--- src/rtl/dnbs_pkg.sv ---
`default_nettype none

package dnbs_pkg;

    // default field widths
    localparam int COORD_BITS_DEF = 16;
    localparam int ID_BITS_DEF    = 16;

    // configuration register indexes
    localparam int CFG_IDX_BITS = 3;

    typedef enum logic [CFG_IDX_BITS-1:0] {
        REG_BASE_LEFT       = 3'd0,
        REG_BASE_RIGHT      = 3'd1,
        REG_BASE_TOP        = 3'd2,
        REG_BASE_BOTTOM     = 3'd3,
        REG_BASE_ID         = 3'd4,
        REG_SEARCH_AXIS     = 3'd5,
        REG_SEARCH_BACKWARD = 3'd6
    } cfg_reg_t;

    // search axis codes
    localparam logic AXIS_VERTICAL   = 1'b0;
    localparam logic AXIS_HORIZONTAL = 1'b1;

    // direction codes
    localparam logic DIR_UP_RIGHT  = 1'b0;
    localparam logic DIR_DOWN_LEFT = 1'b1;

endpackage

`default_nettype wire

--- src/rtl/directional_nearest_box_search_top.sv ---
`default_nettype none

// channel   | dir | handshake           | payload
// ----------+-----+---------------------+-------------------------------------------
// s_ (box)  | in  | s_tvalid / s_tready | s_tdata: box_id, left, right, top, bottom
//           |     |                     | s_tlast: is_last
// m_ (res)  | out | m_tvalid / m_tready | m_tdata: nearest_id, gap; m_tuser: found
// cfg_      | in  | cfg_valid/cfg_ready | cfg_index, cfg_data (cfg_ready always high)
//
// one box word per cycle while no last word waits behind a held result; an accepted
// word enters the input register and a last word then loads the result register; the
// rate-setting loop is the best-gap/best-id register update, one compare and one subtract deep
// aresetn (sync, active low) clears the search state, config registers and both valids
// a stalled m_ side holds the result; the input register keeps taking words until
// a last word is waiting behind the held result

module directional_nearest_box_search_top #(
    parameter int COORD_BITS = dnbs_pkg::COORD_BITS_DEF,
    parameter int ID_BITS    = dnbs_pkg::ID_BITS_DEF,
    localparam int S_DATA_BITS = ((ID_BITS + 4 * COORD_BITS + 7) / 8) * 8,
    localparam int M_DATA_BITS = ((ID_BITS + COORD_BITS + 7) / 8) * 8,
    localparam int CFG_BITS    = (COORD_BITS > ID_BITS) ? COORD_BITS : ID_BITS
) (
    input  wire logic                              aclk,
    input  wire logic                              aresetn,
    // configuration write channel
    input  wire logic                              cfg_valid,
    output logic                                   cfg_ready,
    input  wire logic [dnbs_pkg::CFG_IDX_BITS-1:0] cfg_index,
    input  wire logic [CFG_BITS-1:0]               cfg_data,
    // box stream
    input  wire logic                              s_tvalid,
    output logic                                   s_tready,
    // box_id, box_left, box_right, box_top, box_bottom, zero pad
    input  wire logic [S_DATA_BITS-1:0]            s_tdata,
    input  wire logic                              s_tlast,   // is_last
    // result stream
    output logic                                   m_tvalid,
    input  wire logic                              m_tready,
    // nearest_id, gap, zero pad
    output logic [M_DATA_BITS-1:0]                 m_tdata,
    output logic                                   m_tuser    // found
);
    import dnbs_pkg::*;

    // configuration registers
    logic signed [COORD_BITS-1:0] base_left_reg;
    logic signed [COORD_BITS-1:0] base_right_reg;
    logic signed [COORD_BITS-1:0] base_top_reg;
    logic signed [COORD_BITS-1:0] base_bottom_reg;
    logic        [ID_BITS-1:0]    base_id_reg;
    logic                         search_axis_reg;
    logic                         search_backward_reg;

    // input register
    logic                         in_valid_reg;
    logic        [ID_BITS-1:0]    box_id_reg;
    logic signed [COORD_BITS-1:0] box_left_reg;
    logic signed [COORD_BITS-1:0] box_right_reg;
    logic signed [COORD_BITS-1:0] box_top_reg;
    logic signed [COORD_BITS-1:0] box_bottom_reg;
    logic                         in_last_reg;

    // running search state
    logic [COORD_BITS:0]          best_gap_reg;
    logic [ID_BITS-1:0]           best_id_reg;
    logic                         any_found_reg;
    logic [COORD_BITS:0]          best_gap_next;
    logic [ID_BITS-1:0]           best_id_next;
    logic                         any_found_next;

    // result register
    logic                         out_valid_reg;
    logic [ID_BITS-1:0]           out_id_reg;
    logic [COORD_BITS-1:0]        out_gap_reg;
    logic                         out_found_reg;
    logic [ID_BITS-1:0]           out_id_next;
    logic [COORD_BITS-1:0]        out_gap_next;

    logic                         cand;
    logic [COORD_BITS-1:0]        gap;
    logic                         take;
    logic                         advance;
    logic                         s_accept;
    cfg_reg_t                     cfg_sel;

    // config writes are always taken
    assign cfg_ready = 1'b1;
    assign cfg_sel   = cfg_reg_t'(cfg_index);

    always_ff @(posedge aclk) begin
        if (!aresetn) begin
            base_left_reg       <= '0;
            base_right_reg      <= '0;
            base_top_reg        <= '0;
            base_bottom_reg     <= '0;
            base_id_reg         <= '0;
            search_axis_reg     <= 1'b0;
            search_backward_reg <= 1'b0;
        end else if (cfg_valid) begin
            unique case (cfg_sel)
                REG_BASE_LEFT:       base_left_reg       <= cfg_data[COORD_BITS-1:0];
                REG_BASE_RIGHT:      base_right_reg      <= cfg_data[COORD_BITS-1:0];
                REG_BASE_TOP:        base_top_reg        <= cfg_data[COORD_BITS-1:0];
                REG_BASE_BOTTOM:     base_bottom_reg     <= cfg_data[COORD_BITS-1:0];
                REG_BASE_ID:         base_id_reg         <= cfg_data[ID_BITS-1:0];
                REG_SEARCH_AXIS:     search_axis_reg     <= cfg_data[0];
                REG_SEARCH_BACKWARD: search_backward_reg <= cfg_data[0];
                default: ;  // index beyond the register list: ignored
            endcase
        end
    end

    // the word in the input register moves on unless it is a last word and
    // the result register is still held by the sink
    assign advance  = in_valid_reg && (!in_last_reg || !out_valid_reg || m_tready);
    assign s_tready = !in_valid_reg || advance;
    assign s_accept = s_tvalid && s_tready;

    always_ff @(posedge aclk) begin
        if (!aresetn) begin
            in_valid_reg <= 1'b0;
        end else if (s_accept) begin
            in_valid_reg <= 1'b1;
        end else if (advance) begin
            in_valid_reg <= 1'b0;
        end
    end

    // unpack tdata from the lowest bit up
    always_ff @(posedge aclk) begin
        if (s_accept) begin
            box_id_reg     <= s_tdata[ID_BITS-1:0];
            box_left_reg   <= s_tdata[ID_BITS                  +: COORD_BITS];
            box_right_reg  <= s_tdata[ID_BITS + COORD_BITS     +: COORD_BITS];
            box_top_reg    <= s_tdata[ID_BITS + 2 * COORD_BITS +: COORD_BITS];
            box_bottom_reg <= s_tdata[ID_BITS + 3 * COORD_BITS +: COORD_BITS];
            in_last_reg    <= s_tlast;
        end
    end

    // overlap tests and gap for the active axis
    dnbs_judge #(
        .COORD_BITS (COORD_BITS)
    ) u_judge (
        .search_axis     (search_axis_reg),
        .search_backward (search_backward_reg),
        .base_left       (base_left_reg),
        .base_right      (base_right_reg),
        .base_top        (base_top_reg),
        .base_bottom     (base_bottom_reg),
        .box_left        (box_left_reg),
        .box_right       (box_right_reg),
        .box_top         (box_top_reg),
        .box_bottom      (box_bottom_reg),
        .cand            (cand),
        .gap             (gap)
    );

    // strict less-than keeps the earliest box on a tie; the base box itself is skipped
    assign take = cand && (box_id_reg != base_id_reg) &&
                  (!any_found_reg || ({1'b0, gap} < best_gap_reg));

    always_comb begin
        best_gap_next  = take ? {1'b0, gap} : best_gap_reg;
        best_id_next   = take ? box_id_reg  : best_id_reg;
        any_found_next = take || any_found_reg;
        out_id_next    = any_found_next ? best_id_next : base_id_reg;
        out_gap_next   = any_found_next ? best_gap_next[COORD_BITS-1:0] : '0;
    end

    // search state: cleared to the sentinel after each last word
    always_ff @(posedge aclk) begin
        if (!aresetn) begin
            best_gap_reg  <= '1;
            best_id_reg   <= '0;
            any_found_reg <= 1'b0;
        end else if (advance) begin
            if (in_last_reg) begin
                best_gap_reg  <= '1;
                best_id_reg   <= '0;
                any_found_reg <= 1'b0;
            end else begin
                best_gap_reg  <= best_gap_next;
                best_id_reg   <= best_id_next;
                any_found_reg <= any_found_next;
            end
        end
    end

    // result register
    always_ff @(posedge aclk) begin
        if (!aresetn) begin
            out_valid_reg <= 1'b0;
        end else if (advance && in_last_reg) begin
            out_valid_reg <= 1'b1;
        end else if (m_tready) begin
            out_valid_reg <= 1'b0;
        end
    end

    always_ff @(posedge aclk) begin
        if (advance && in_last_reg) begin
            out_id_reg    <= out_id_next;
            out_gap_reg   <= out_gap_next;
            out_found_reg <= any_found_next;
        end
    end

    assign m_tvalid = out_valid_reg;
    assign m_tuser  = out_found_reg;

    always_comb begin
        m_tdata                       = '0;
        m_tdata[ID_BITS-1:0]          = out_id_reg;
        m_tdata[ID_BITS +: COORD_BITS] = out_gap_reg;
    end

endmodule

`default_nettype wire

--- src/rtl/dnbs_judge.sv ---
`default_nettype none

module dnbs_judge #(
    parameter int COORD_BITS = dnbs_pkg::COORD_BITS_DEF
) (
    input  wire logic                         search_axis,
    input  wire logic                         search_backward,
    input  wire logic signed [COORD_BITS-1:0] base_left,
    input  wire logic signed [COORD_BITS-1:0] base_right,
    input  wire logic signed [COORD_BITS-1:0] base_top,
    input  wire logic signed [COORD_BITS-1:0] base_bottom,
    input  wire logic signed [COORD_BITS-1:0] box_left,
    input  wire logic signed [COORD_BITS-1:0] box_right,
    input  wire logic signed [COORD_BITS-1:0] box_top,
    input  wire logic signed [COORD_BITS-1:0] box_bottom,
    output logic                              cand,
    output logic             [COORD_BITS-1:0] gap
);
    import dnbs_pkg::*;

    logic overlap_x;
    logic overlap_y;
    logic signed [COORD_BITS:0] lo_diff;
    logic signed [COORD_BITS:0] hi_diff;
    logic        below_lo;
    logic        above_hi;

    assign overlap_x = (base_right >= box_left) && (base_left <= box_right);
    assign overlap_y = (base_bottom >= box_top) && (base_top <= box_bottom);

    // pick the span pair of the active axis, then apply the gap rule
    always_comb begin
        if (search_axis == AXIS_VERTICAL) begin
            below_lo = base_top > box_bottom;
            above_hi = box_top > base_bottom;
            lo_diff  = {base_top[COORD_BITS-1], base_top}
                     - {box_bottom[COORD_BITS-1], box_bottom};
            hi_diff  = {box_top[COORD_BITS-1], box_top}
                     - {base_bottom[COORD_BITS-1], base_bottom};
        end else begin
            below_lo = base_left > box_right;
            above_hi = box_left > base_right;
            lo_diff  = {base_left[COORD_BITS-1], base_left}
                     - {box_right[COORD_BITS-1], box_right};
            hi_diff  = {box_left[COORD_BITS-1], box_left}
                     - {base_right[COORD_BITS-1], base_right};
        end

        // difference of two in-range coords always fits coord_bits unsigned
        if (below_lo) begin
            gap = lo_diff[COORD_BITS-1:0];
        end else if (above_hi) begin
            gap = hi_diff[COORD_BITS-1:0];
        end else begin
            gap = '0;
        end

        if (search_axis == AXIS_VERTICAL) begin
            cand = overlap_x && !overlap_y &&
                   ((search_backward == DIR_UP_RIGHT) ? below_lo : above_hi);
        end else begin
            cand = overlap_y && !overlap_x &&
                   ((search_backward == DIR_UP_RIGHT) ? above_hi : below_lo);
        end
    end

endmodule

`default_nettype wire

--- config.mk ---
export PLATFORM = sky130hd
export DESIGN_NAME = directional_nearest_box_search_top
export DESIGN_NICKNAME = d
export VERILOG_FILES = /design/src/rtl/dnbs_pkg.sv /design/src/rtl/directional_nearest_box_search_top.sv /design/src/rtl/dnbs_judge.sv
export SDC_FILE = /design/constraint.sdc
export NUM_CORES = 1
export LEC_CHECK = 0
export BUFFER_PORTS_ARGS = -buffer_cell sky130_fd_sc_hd__buf_2
export CORE_MARGIN = 2
export CORE_UTILIZATION = 54
export CTS_CLUSTER_SIZE = 10
export DETAILED_ROUTE_END_ITERATION = 6
export PLACE_DENSITY = 0.77
export SETUP_SLACK_MARGIN = 0.05
export SLEW_MARGIN = 10
export SYNTH_ARGS = -nofsm -noshare
export SYNTH_HDL_FRONTEND = slang
export SYNTH_SLANG_ARGS = --single-unit
--- constraint.sdc ---
create_clock -name aclk -period 5.95 [get_ports aclk]
set_input_delay 1.19 -clock aclk [delete_from_list [all_inputs] [get_ports aclk]]
set_output_delay 1.19 -clock aclk [all_outputs]
set_load 0.005 [all_outputs]
==> flow_metrics.tcl <==
set metrics [dict create \
    outcome "complete, no violations" \
    synth_area_leader_cell "edfxtp_1" \
    cts_htree_levels 1 \
    rows 56 \
    die_w_um 158 \
    core_area_mm2 0.0234 \
    critical_path_class "reg2reg" \
    cp_data_required_time_ns 6.34 \
    place_congestion 0.967 \
    port_buffers 139 \
    syn_avg_cell_area_um2 9.37 \
    synth_seq_area_share 0.452 \
    finalNonFillerCells 1832 \
    synth_edf_count 114 \
    wire_per_inst_um 18.9 \
    synth_ff_type "dfxtp_1" \
    cts_tree "yes" \
    p_sw_mw 1.03 \
    regArea_mm2 0.00579 \
    start_util 0.548 \
    clk_root_buffer_cell "clkbuf_16" \
    combPwrFrac 0.149 \
    path_clk_slew_ns 0.06 \
    hold_path_class "reg2reg" \
    hold_violations 0 \
    fmax_mhz 182 \
    total_power_mw 3.91 \
    path_max_fanout 20 \
    dp_hpwl_um 24700 \
    leakage_nw 5.89 \
    clock-sinks 232 \
    vias 10720 \
    grt_pass1_vias 9973 \
    routed_wl_um 34600 \
    rsz0062_at_grt "no" \
    syn_area_mm2 0.0128 \
    maxCapViolCount 0 \
    fillers 1998 \
    pin_count 141 \
    tightest_slew_ns 1.10 \
    yosys_warnings 0 \
    post-route-min-period_ns 5.50 \
    ys_types 74 \
    crit_arrival_ns 5.88 \
    drive_gt1_frac 0.138 \
    synthesis.nets 1555 \
    slew_viol_final 0 \
    die-area_mm2 0.0250 \
    setup_viol 0 \
    cts_buffers 28 \
    dpl.cell_count 1779 \
    antenna_found_initial 2 \
    drtIter0Drc 1017 \
    die_y_um 158 \
    grt_usage 0.277 \
    via_per_inst 5.85 \
    worstSkewPairLatency_ns 0.54 \
    power_frac_seq 0.454 \
    postCtsSetupBuffers 0 \
    max_slew_margin 0.263 \
    area_delta_synth_final_pct 14.4 \
    synth_top_area_share 0.267 \
    p_clk_frac 0.396 \
    intPower_mw 2.88 \
    antenna_left 0 \
    synth.area.top_cells "edfxtp_1 (27%), dfxtp_1 (18%), ha_1 (7.7%), nand2_1 (6.6%), a21boi_0 (4.8%)" \
    first_pass_iters 5 \
    tns_ns 0 \
    grt_max_degree 87 \
    synthArstFlopShare 0 \
    fin_crit_sh 0.924 \
    skew_ns 0.0170 \
    largest_reg_flops 17 \
    synth_cells 1367 \
    end_kind "flip-flop" \
    grt_pass1_wl_um 53800 \
    switching_share 0.264 \
    drc 0 \
    cellPowerDensity_mw_per_mm2 267 \
    gr-total-overflow 0 \
    worst_setup_path_start_kind "flip-flop" \
    nets 1678 \
    vdd_drop_max_mv 0.244 \
    ys_ff_latch 232 \
    cts_buffer_depth 3 \
    multiInputGateArea_mm2 0.00639 \
]
## cells in the final DEF (no fill, tap or decap), drive strengths merged, types with 20 or more instances in the layout
| cell type | instances |
|---|---|
| a211oi | 20 |
| a21boi | 83 |
| a21o | 30 |
| a21oi | 78 |
| buf | 158 |
| clkbuf | 49 |
| dfxtp | 118 |
| edfxtp | 114 |
| ha | 79 |
| inv | 104 |
| nand2 | 225 |
| nand3 | 25 |
| nand4 | 21 |
| nor2 | 57 |
| o21ai | 31 |
| xnor2 | 38 |
## critical path: stages (launching register included)
cell	delay [ns]
edfxtp_1	0.35
inv_1	0.06
ha_1	0.15
inv_1	0.05
fa_1	0.40
a21o_1	0.17
a21oi_1	0.27
o21ai_1	0.20
a21o_1	0.23
mux2_2	0.32
o31a_1	0.35
o32ai_2	0.35
buf_4	0.18
ha_1	0.23
a21o_1	0.19
a21o_1	0.17
a21o_1	0.18
a21o_1	0.18
a21oi_1	0.15
nor2_1	0.08
a211oi_2	0.25
nand3_2	0.15
buf_4	0.26
nor4_1	0.35
a31oi_1	0.08
## stage by stage
step	cell area, µm²	hold slack [ns]	util	worst slack (ns)
after floorplan	12800	0.427	-	0.879
after global placement	13800	0.438	0.589	0.307
after detailed placement	13800	0.444	0.589	0.187
after CTS	14600	0.457	0.625	0.117
after global routing	14700	0.478	0.626	0.0883
final	14700	0.456	0.626	0.453
## final cells by class
type	count	share of cell area
flip-flops and latches	232	0.395
repair buffers	158	0.0581
clock buffers	49	0.0553
clock inverters	3	0.00128
inverters	106	0.0271
diodes	1	0.000171
well taps	319	0.0272
multi-input cells	964	0.436
## routing by layer
metal | vias up | part of all wire | track usage
li1 | 5164 | - | -
met1 | 5043 | 0.43 | 0.388
met2 | 437 | 0.47 | 0.454
met3 | 74 | 0.076 | 0.0367
met4 | 2 | 0.028 | 0.0734
met5 | - | 0.00035 | 0
## cells by family (layout without fill, tap and decap cells)
| group | Yosys count | in the layout | share of synthesized area |
|---|---|---|---|
| simple gates | 443 | 443 | 0.163 |
| mux | 10 | 10 | 0.00801 |
| buf+inv | 171 | 316 | 0.0539 |
| fa+ha+maj | 83 | 83 | 0.0834 |
| compound gates | 371 | 371 | 0.201 |
| flops | 232 | 232 | 0.452 |
| xor+xnor | 56 | 56 | 0.0383 |
| other cells | 1 | 2 | 0.000293 |
## worst paths after layout
check,slack [ns],depth (start not counted),to,from
setup / recovery,0.45,24,best_gap_reg[10]$_SDFFE_PN1P_,box_left_reg[0]$_DFFE_PP_
hold / removal,0.46,1,best_gap_reg[16]$_SDFFE_PN1P_,best_gap_reg[16]$_SDFFE_PN1P_
hold reg to reg,0.46,1,best_gap_reg[16]$_SDFFE_PN1P_,best_gap_reg[16]$_SDFFE_PN1P_
setup reg to reg,0.45,24,best_gap_reg[10]$_SDFFE_PN1P_,box_left_reg[0]$_DFFE_PP_
## power by group through the flow
stage / Sequential [mW] / Combinational (mW) / Clock, mW
detailed placement: 1.81 / 0.564 / 0
CTS: 1.78 / 0.569 / 1.57
finish: 1.78 / 0.584 / 1.55
global placement: 1.81 / 0.555 / 0
floorplan: 1.80 / 0.373 / 0
global route: 1.78 / 0.636 / 1.65
## cell usage after synthesis, drive strengths merged, types with 11 or more instances
cell     count
nand2      225
dfxtp      118
edfxtp     114
inv        104
a21boi      83
ha          79
a21oi       78
nor2        57
clkbuf      53
xnor2       38
o21ai       31
a21o        30
nand3       25
nand4       21
a211oi      20
a31oi       18
nor4        18
xor2        18
a2bb2oi     16
nand4b      16
nor3        16
o22ai       14
o21a        13
buf         12
nor2b       12
and3        11
o211ai      11
## what timing repair did
item	4_1_cts	5_1_grt
hold buffers	0	0
endpoints found under the setup margin	0	53
resized for setup	0	7
Note: power is estimated with default switching activity, not from simulation.
